`src/rtl/sm3_pkg.sv`:
```
// shared types and constants of the sm3 hash block
`timescale 1ns / 1ps
package sm3_pkg;
    localparam logic [31:0] T_LOW = 32'h79CC4519;
    localparam logic [31:0] T_HIGH = 32'h7A879D8A;
    localparam logic [7:0] PAD_BYTE = 8'h80;
    localparam logic [5:0] LEN_LIMIT = 6'd55;
    localparam logic [255:0] IV = {32'h7380166f, 32'h4914b2b9, 32'h172442d7, 32'hda8a0600,
        32'ha96f30bc, 32'h163138aa, 32'he38dee4d, 32'hb0fb0e4e};

    // commands from the controller to the datapath
    typedef struct packed {
        logic put_byte;     // write data byte at position, count length
        logic put_pad;      // write pad byte at position, clear rest of word
        logic zero_word;    // clear word at word counter
        logic put_len;      // write bit length into words 14 and 15
        logic clear_all;    // clear whole buffer
        logic start_block;  // load working regs from chain, reset round
        logic round;        // run one round
        logic finish_block; // fold working regs into chain
        logic reset_msg;    // chain to iv, length and position to zero
        logic shift_out;    // rotate chain for digest output
    } sm3_cmd_t;

    // status from the datapath to the controller
    typedef struct packed {
        logic [5:0] position;
        logic       last_round;
    } sm3_stat_t;

    function automatic logic [31:0] rotl(input logic [31:0] x, input logic [4:0] n);
        logic [63:0] d;
        d = {x, x} << n;
        return d[63:32];
    endfunction
endpackage

```
`src/rtl/sm3_message_hash.sv`:
```
// top level of the sm3 message hash block
`timescale 1ns / 1ps
// SM3 hash, one message byte per transfer; last ends the message and an empty
// last transfer (byte_present low) allows zero-length messages. The 64th byte
// of a block starts a compression (load, 64 rounds of the single round unit,
// fold). At the end, padding (pad byte, zeroed words, length words) takes one
// or two compressions, then the eight digest words leave as eight transfers,
// word 0 first, digest_last on word 7. Input is held off while padding runs, a
// block compresses or the digest is out.
module sm3_message_hash
(
    input  logic        clk,
    input  logic        rst_n,
    input  logic        in_valid,
    output logic        in_ready,
    input  logic [7:0]  data_byte,
    input  logic        byte_present,
    input  logic        last,
    output logic        out_valid,
    input  logic        out_ready,
    output logic [31:0] digest_word,
    output logic [2:0]  word_index,
    output logic        digest_last
);
    sm3_pkg::sm3_cmd_t  cmd;
    sm3_pkg::sm3_stat_t stat;
    logic [3:0]         word_sel;

    sm3_ctrl u_ctrl
    (
        .clk          (clk),
        .rst_n        (rst_n),
        .in_valid     (in_valid),
        .in_ready     (in_ready),
        .byte_present (byte_present),
        .last         (last),
        .stat         (stat),
        .cmd          (cmd),
        .word_sel     (word_sel),
        .out_valid    (out_valid),
        .out_ready    (out_ready),
        .word_index   (word_index),
        .digest_last  (digest_last)
    );

    sm3_datapath u_dp
    (
        .clk        (clk),
        .rst_n      (rst_n),
        .cmd        (cmd),
        .word_sel   (word_sel),
        .data_byte  (data_byte),
        .stat       (stat),
        .chain_word (digest_word)
    );
endmodule

```
`src/rtl/sm3_datapath.sv`:
```
// sm3 datapath: block buffer, message expansion window, round unit, chain value
`timescale 1ns / 1ps
module sm3_datapath
(
    input  logic              clk,
    input  logic              rst_n,
    input  sm3_pkg::sm3_cmd_t cmd,
    input  logic [3:0]        word_sel,
    input  logic [7:0]        data_byte,
    output sm3_pkg::sm3_stat_t stat,
    output logic [31:0]       chain_word
);
    logic [31:0] buf_reg [16];
    logic [31:0] win_reg [16];
    logic [31:0] wrk_reg [8];
    logic [31:0] chain_reg [8];
    logic [5:0]  pos_reg;
    logic [63:0] len_reg;
    logic [5:0]  rnd_reg;

    // round logic
    logic [31:0] a12, ss1, ss2, ff, gg, tt1, tt2, tc, wj, wnew, t;
    logic        lowr;
    always_comb
    begin
        lowr = (rnd_reg < 6'd16);
        tc   = lowr ? sm3_pkg::T_LOW : sm3_pkg::T_HIGH;
        a12  = sm3_pkg::rotl(wrk_reg[0], 5'd12);
        ss1  = sm3_pkg::rotl(a12 + wrk_reg[4] + sm3_pkg::rotl(tc, rnd_reg[4:0]), 5'd7);
        ss2  = ss1 ^ a12;
        if (lowr)
        begin
            ff = wrk_reg[0] ^ wrk_reg[1] ^ wrk_reg[2];
            gg = wrk_reg[4] ^ wrk_reg[5] ^ wrk_reg[6];
        end
        else
        begin
            ff = (wrk_reg[0] & wrk_reg[1]) | (wrk_reg[0] & wrk_reg[2]) |
                 (wrk_reg[1] & wrk_reg[2]);
            gg = (wrk_reg[4] & wrk_reg[5]) | (~wrk_reg[4] & wrk_reg[6]);
        end
        wj   = win_reg[0];
        tt1  = ff + wrk_reg[3] + ss2 + (wj ^ win_reg[4]);
        tt2  = gg + wrk_reg[7] + ss1 + wj;
        // expansion word w[j+16], shifted into window slot 15
        t    = win_reg[0] ^ win_reg[7] ^ sm3_pkg::rotl(win_reg[13], 5'd15);
        wnew = t ^ sm3_pkg::rotl(t, 5'd15) ^ sm3_pkg::rotl(t, 5'd23) ^
               sm3_pkg::rotl(win_reg[3], 5'd7) ^ win_reg[10];
    end

    // byte lane insert
    logic [31:0] bmask, bval, pmask, pval;
    logic [1:0]  lane;
    always_comb
    begin
        lane  = pos_reg[1:0];
        bmask = 32'hFF00_0000 >> {lane, 3'b000};
        bval  = {data_byte, 24'h0} >> {lane, 3'b000};
        pmask = 32'hFFFF_FFFF >> {lane, 3'b000};
        pval  = {sm3_pkg::PAD_BYTE, 24'h0} >> {lane, 3'b000};
    end

    // block buffer
    always_ff @(posedge clk)
    begin
        if (cmd.put_byte)
            buf_reg[pos_reg[5:2]] <= (buf_reg[pos_reg[5:2]] & ~bmask) | bval;
        if (cmd.put_pad)
            buf_reg[pos_reg[5:2]] <= (buf_reg[pos_reg[5:2]] & ~pmask) | pval;
        if (cmd.zero_word)
            buf_reg[word_sel] <= 32'h0;
        if (cmd.clear_all)
            for (int i = 0; i < 16; i++)
                buf_reg[i] <= 32'h0;
        if (cmd.put_len)
        begin
            buf_reg[14] <= len_reg[63:32];
            buf_reg[15] <= len_reg[31:0];
        end
    end

    // expansion window and working registers
    always_ff @(posedge clk)
    begin
        if (cmd.start_block)
        begin
            for (int i = 0; i < 16; i++)
                win_reg[i] <= buf_reg[i];
            for (int i = 0; i < 8; i++)
                wrk_reg[i] <= chain_reg[i];
        end
        else if (cmd.round)
        begin
            for (int i = 0; i < 15; i++)
                win_reg[i] <= win_reg[i + 1];
            win_reg[15] <= wnew;
            wrk_reg[0] <= tt1;
            wrk_reg[1] <= wrk_reg[0];
            wrk_reg[2] <= sm3_pkg::rotl(wrk_reg[1], 5'd9);
            wrk_reg[3] <= wrk_reg[2];
            wrk_reg[4] <= tt2 ^ sm3_pkg::rotl(tt2, 5'd9) ^ sm3_pkg::rotl(tt2, 5'd17);
            wrk_reg[5] <= wrk_reg[4];
            wrk_reg[6] <= sm3_pkg::rotl(wrk_reg[5], 5'd19);
            wrk_reg[7] <= wrk_reg[6];
        end
    end

    // chain, length, position and round counter
    always_ff @(posedge clk or negedge rst_n)
    begin
        if (!rst_n)
        begin
            for (int i = 0; i < 8; i++)
                chain_reg[i] <= sm3_pkg::IV[255 - 32*i -: 32];
            pos_reg <= '0;
            len_reg <= '0;
            rnd_reg <= '0;
        end
        else
        begin
            if (cmd.put_byte)
            begin
                pos_reg <= pos_reg + 6'd1;
                len_reg <= len_reg + 64'd8;
            end
            if (cmd.start_block)
                rnd_reg <= '0;
            else if (cmd.round)
                rnd_reg <= rnd_reg + 6'd1;
            if (cmd.finish_block)
                for (int i = 0; i < 8; i++)
                    chain_reg[i] <= chain_reg[i] ^ wrk_reg[i];
            if (cmd.shift_out)
            begin
                for (int i = 0; i < 7; i++)
                    chain_reg[i] <= chain_reg[i + 1];
                chain_reg[7] <= chain_reg[0];
            end
            if (cmd.reset_msg)
            begin
                for (int i = 0; i < 8; i++)
                    chain_reg[i] <= sm3_pkg::IV[255 - 32*i -: 32];
                pos_reg <= '0;
                len_reg <= '0;
            end
        end
    end

    assign stat.position   = pos_reg;
    assign stat.last_round = (rnd_reg == 6'd63);
    assign chain_word      = chain_reg[0];
endmodule

```
`src/rtl/sm3_ctrl.sv`:
```
// sm3 controller: sequences byte intake, padding, compression and digest output
`timescale 1ns / 1ps
module sm3_ctrl
(
    input  logic               clk,
    input  logic               rst_n,
    input  logic               in_valid,
    output logic               in_ready,
    input  logic               byte_present,
    input  logic               last,
    input  sm3_pkg::sm3_stat_t stat,
    output sm3_pkg::sm3_cmd_t  cmd,
    output logic [3:0]         word_sel,
    output logic               out_valid,
    input  logic               out_ready,
    output logic [2:0]         word_index,
    output logic               digest_last
);
    localparam logic [3:0] S_IDLE  = 4'd0;
    localparam logic [3:0] S_PAD   = 4'd1;
    localparam logic [3:0] S_ZERO  = 4'd2;
    localparam logic [3:0] S_LEN   = 4'd3;
    localparam logic [3:0] S_START = 4'd4;
    localparam logic [3:0] S_ROUND = 4'd5;
    localparam logic [3:0] S_FOLD  = 4'd6;
    localparam logic [3:0] S_OUT   = 4'd7;

    logic [3:0] state_reg, state_next;
    logic       fin_reg, fin_next;     // block run belongs to finishing
    logic       extra_reg, extra_next; // padding needs a second block
    logic       endm_reg, endm_next;   // message end after current block
    logic [3:0] wsel_reg, wsel_next;
    logic [2:0] idx_reg, idx_next;

    always_comb
    begin
        state_next = state_reg;
        fin_next   = fin_reg;
        extra_next = extra_reg;
        endm_next  = endm_reg;
        wsel_next  = wsel_reg;
        idx_next   = idx_reg;
        cmd        = '0;
        in_ready   = 1'b0;
        out_valid  = 1'b0;
        case (state_reg)
            S_IDLE:
            begin
                in_ready = 1'b1;
                if (in_valid)
                begin
                    cmd.put_byte = byte_present;
                    endm_next    = last;
                    if (byte_present && stat.position == 6'd63)
                    begin
                        fin_next   = 1'b0;
                        state_next = S_START;
                    end
                    else if (last)
                        state_next = S_PAD;
                end
            end
            S_PAD:
            begin
                cmd.put_pad = 1'b1;
                extra_next  = (stat.position > sm3_pkg::LEN_LIMIT);
                wsel_next   = stat.position[5:2] + 4'd1;
                fin_next    = 1'b1;
                state_next  = (stat.position[5:2] == 4'd15) ? S_START : S_ZERO;
            end
            S_ZERO:
            begin
                cmd.zero_word = 1'b1;
                wsel_next     = wsel_reg + 4'd1;
                if (wsel_reg == 4'd15)
                    state_next = extra_reg ? S_START : S_LEN;
            end
            S_LEN:
            begin
                cmd.put_len = 1'b1;
                state_next  = S_START;
            end
            S_START:
            begin
                cmd.start_block = 1'b1;
                state_next      = S_ROUND;
            end
            S_ROUND:
            begin
                cmd.round = 1'b1;
                if (stat.last_round)
                    state_next = S_FOLD;
            end
            S_FOLD:
            begin
                cmd.finish_block = 1'b1;
                if (!fin_reg)
                    state_next = endm_reg ? S_PAD : S_IDLE;
                else if (extra_reg)
                begin
                    cmd.clear_all = 1'b1;
                    extra_next    = 1'b0;
                    state_next    = S_LEN;
                end
                else
                begin
                    idx_next   = '0;
                    state_next = S_OUT;
                end
            end
            S_OUT:
            begin
                out_valid = 1'b1;
                if (out_ready)
                begin
                    cmd.shift_out = 1'b1;
                    idx_next      = idx_reg + 3'd1;
                    if (idx_reg == 3'd7)
                    begin
                        cmd.shift_out = 1'b0;
                        cmd.reset_msg = 1'b1;
                        state_next    = S_IDLE;
                    end
                end
            end
            default:
            begin
                state_next = S_IDLE;
            end
        endcase
    end

    always_ff @(posedge clk or negedge rst_n)
    begin
        if (!rst_n)
        begin
            state_reg <= S_IDLE;
            fin_reg   <= 1'b0;
            extra_reg <= 1'b0;
            endm_reg  <= 1'b0;
            wsel_reg  <= '0;
            idx_reg   <= '0;
        end
        else
        begin
            state_reg <= state_next;
            fin_reg   <= fin_next;
            extra_reg <= extra_next;
            endm_reg  <= endm_next;
            wsel_reg  <= wsel_next;
            idx_reg   <= idx_next;
        end
    end

    assign word_sel    = wsel_reg;
    assign word_index  = idx_reg;
    assign digest_last = (idx_reg == 3'd7);
endmodule

```
`config.mk`:
```
export PLATFORM = sky130hd
export DESIGN_NAME = sm3_message_hash
export DESIGN_NICKNAME = d
export VERILOG_FILES = /design/src/rtl/sm3_pkg.sv /design/src/rtl/sm3_message_hash.sv /design/src/rtl/sm3_datapath.sv /design/src/rtl/sm3_ctrl.sv
export SDC_FILE = /design/constraint.sdc
export NUM_CORES = 2
export LEC_CHECK = 0
export BUFFER_PORTS_ARGS = -buffer_cell sky130_fd_sc_hd__buf_2
export CAP_MARGIN = 25
export CORE_MARGIN = 4
export CORE_UTILIZATION = 35
export CTS_BUF_LIST = sky130_fd_sc_hd__clkbuf_16
export CTS_CLUSTER_DIAMETER = 50
export DETAILED_ROUTE_END_ITERATION = 8
export HOLD_SLACK_MARGIN = 0.05
export SLEW_MARGIN = 40
export SYNTH_ARGS = -nofsm -noshare
export SYNTH_HDL_FRONTEND = slang
export SYNTH_SLANG_ARGS = --single-unit
```
`constraint.sdc`:
```
create_clock -name clk -period 30.8 [get_ports clk]
set_input_delay 6.16 -clock clk [delete_from_list [all_inputs] [get_ports clk]]
set_output_delay 6.16 -clock clk [all_outputs]
set_load 0.01 [all_outputs]
```
==> results by group <==
Setup path
  • Number of buffers and inverters on the critical path: 6
  • Critical path data required time: 31.38 ns
  • Top delay family on crit path: compound AO/OA/AOI/OAI gates
  • Most frequent cell on the critical path: o21ai_0
  • CP endpoint kind: flop
  • CP startpoint kind: flop
  • Worst flop-to-flop path startpoint: u_dp.rnd_reg[3]
  • Maximum fanout count along the critical path: 53
  • Highest cell delay on the worst timing path: 0.69 ns
  • Worst setup path startpoint: u_dp.rnd_reg[3]
  • Slowest cell on crit path: clkinv_1
  • Worst setup path category: reg2reg
  • Endpoint arrival time on the critical path: 10.94 ns

Detailed routing
  • 1st-pass router iterations: 7
  • Violation count after the first detailed-route iteration: 8210
  • Post-route ant nets: 0
  • Average detailed-routed wire length per instance: 26.9 µm
  • Vias: 70479
  • DRC violation count after routing: 0
  • Ratio of routed vias to standard cells: 5.64
  • Total length of routed wires: 336 mm

Timing
  • Unrepaired setup endpoints after global routing: no
  • Count of final max-slew check failures: 0
  • Final TNS setup: 0 ns
  • Post-route minimum period: 10.37 ns
  • Final period utilization: 0.337
  • Worst hold slack: 0.466 ns
  • Worst-margin pin slew: 0.986 ns
  • Setup violation total in the final timing report: 0
  • Hold violation count in the final report: 0
  • Remaining max-slew budget at the tightest pin: 0.335
  • Final clock skew: 0.0834 ns
  • Highest clock rate: 0.0965 GHz

CTS
  • Maximum level of the CTS H-tree: 4
  • CTS tree: done
  • Cts repair resizes: 0
  • Clock-pin slew of the registers on the worst-case setup and hold paths: 0.06 ns
  • Skew-Pair Late Insertion Delay: 0.88 ns
  • CTS hold repair buffers: 0
  • Clock Path Buffers: 3
  • Setup fix buffers added after clock tree synthesis: 0
  • Total clock sinks: 1622
  • Cell chosen for the clock root: clkbuf_16
  • Number of buffers added by the clock tree synthesis step: 188

Floorplanning
  • Count of standard-cell rows: 184
  • Boundary pin count: 52
  • Total die area: 260000 µm²
  • Initial Utilization: 0.351
  • Standard cell core area: 251000 µm²
  • Horizontal extent of the die: 510 µm
  • Die height: 510 µm

Global route
  • Number of global-route vias before repair: 66213
  • Largest net degree at the start of global routing: 164
  • Antenna violations before repair: 22
  • Wire length of the first global-routing pass: 481 mm
  • Total routing usage reported by global routing: 0.252
  • Overflow after GRT: 0

Yosys
  • Number of enable flip-flop cells after synthesis: 832
  • Combined area of all synthesized cells: 88200 µm²
  • Register area share after synthesis: 0.484
  • Mapped Avg Cell Area: 9.55 µm²
  • Area share of the leading cell type in the synthesized netlist: 0.283
  • Top FF cell, synth: edfxtp_1
  • Leading cell type by number of instances after synthesis: nand2_1
  • Largest cells by area after synthesis: edfxtp_1 28%, dfxtp_1 10%, nand2_1 7.8%
  • Distinct cell type count after synthesis: 96
  • Share of flip-flops with an asynchronous set or reset after synthesis: 0.211
  • Synthesized Nets: 9544
  • Synthesized instance count: 9233
  • Synthesis-stage register bit count: 1622
  • Largest area contributor in the netlist: edfxtp_1
  • Warning count from the yosys run: 0
  • Post-synth top cells: 1830 x nand2_1, 1072 x nor2_1, 931 x a21oi_1

Cells and area
  • Filler cells: 24634
  • Layout cell share with drive strength beyond 1: 0.124
  • Area added between synthesis and finish: 11.6%
  • Number of nets in the layout: 9280

Min path
  • Class of the worst hold path: reg2reg
  • Worst hold path startpoint: u_dp.win_reg[0][50]

Outcome
  • Result of the run: finished clean

Placed design
  • DP Wirelength: 232 mm
  • Placer's final routability congestion estimate: 0.961
  • Count of port buffers added during placement: 51

Flow run
  • Count of maximum capacitance violations: 0
## metal layers
metal / up-vias / GRT usage / share of wire
li1: 31288 / - / -
met1: 35106 / 0.331 / 0.40
met2: 3384 / 0.399 / 0.46
met3: 695 / 0.0500 / 0.085
met4: 6 / 0.123 / 0.056
met5: - / 0 / 0.00011
## stage by stage
stage                     setup WS (ns)   util  cell area, µm²  cells
after floorplan                   13.94      -           88200   9233
after global placement            20.40  0.364           91200  12111
after detailed placement          20.53  0.366           91800  12121
after CTS                         20.56  0.391           98100  12478
after global routing              19.62  0.392           98400  12486
final                             20.44  0.392           98400  12496
## layout make-up
cell class | instances | area, µm² | share of cell area
multi-input cells | 6584 | 42000 | 0.427
repair buffers | 191 | 1780 | 0.0181
diodes | 12 | 30.0 | 0.000305
inverters | 382 | 1450 | 0.0147
well taps | 3348 | 4190 | 0.0426
clock inverters | 166 | 1520 | 0.0155
clock buffers | 191 | 4780 | 0.0486
flip-flops and latches | 1622 | 42700 | 0.434
## cells in the final DEF (no fill, tap or decap), types with 28 or more instances in the layout
cell,n
a211oi_1,192
a21o_1,72
a21oi_1,929
a31oi_1,37
a32oi_1,50
buf_2,50
buf_4,90
clkbuf_16,191
clkinv_1,32
clkinv_2,28
dfrtp_1,218
dfstp_2,119
dfxtp_1,448
edfxtp_1,832
fa_1,188
ha_1,108
inv_1,428
mux2_2,250
mux2i_1,55
mux4_2,148
nand2_1,1828
nand3_1,123
nor2_1,1061
nor2b_1,32
nor3_1,94
o211ai_1,41
o21ai_0,476
o22a_1,50
xnor2_1,301
xnor2_2,31
xor2_1,122
## kinds of logic (layout without fill, tap and decap cells)
logic type               Yosys count  count (layout)  synth area share
AND/OR/NAND/NOR                 3330            3330             0.152
AO/OA/AOI/OAI                   2041            2041             0.136
flip-flops                      1622            1622             0.484
buffers and inverters           1027             930            0.0475
XOR/XNOR                         461             461            0.0464
multiplexers                     454             454            0.0761
adder cells (fa/ha/maj)          298             298            0.0583
other                              0              12                 0
## worst reg2reg max path, delay by kind of cell, from the launching register on
kind	cells	cell delay, ns
buf+inv	6	1.47
fa+ha+maj	6	1.97
simple gates	4	1.45
flops	1	0.32
xor+xnor	3	0.61
compound gates	15	4.31
## final timing paths
kind | endpoint | slack (ns) | cells past startpoint
setup / recovery | u_dp.wrk_reg[0][30] | 20.44 | 34
hold / removal | u_dp.win_reg[0][18] | 0.47 | 2
setup reg to reg | u_dp.wrk_reg[0][30] | 20.44 | 34
hold reg to reg | u_dp.win_reg[0][18] | 0.47 | 2
max in group asynchronous | u_dp.chain_reg[13] | 23.27 | 4
min in group asynchronous | u_dp.chain_reg[95] | 5.20 | 1
Power is not shown: default switching activity piles up to over one toggle a cycle in this logic, so the estimate is an artifact.
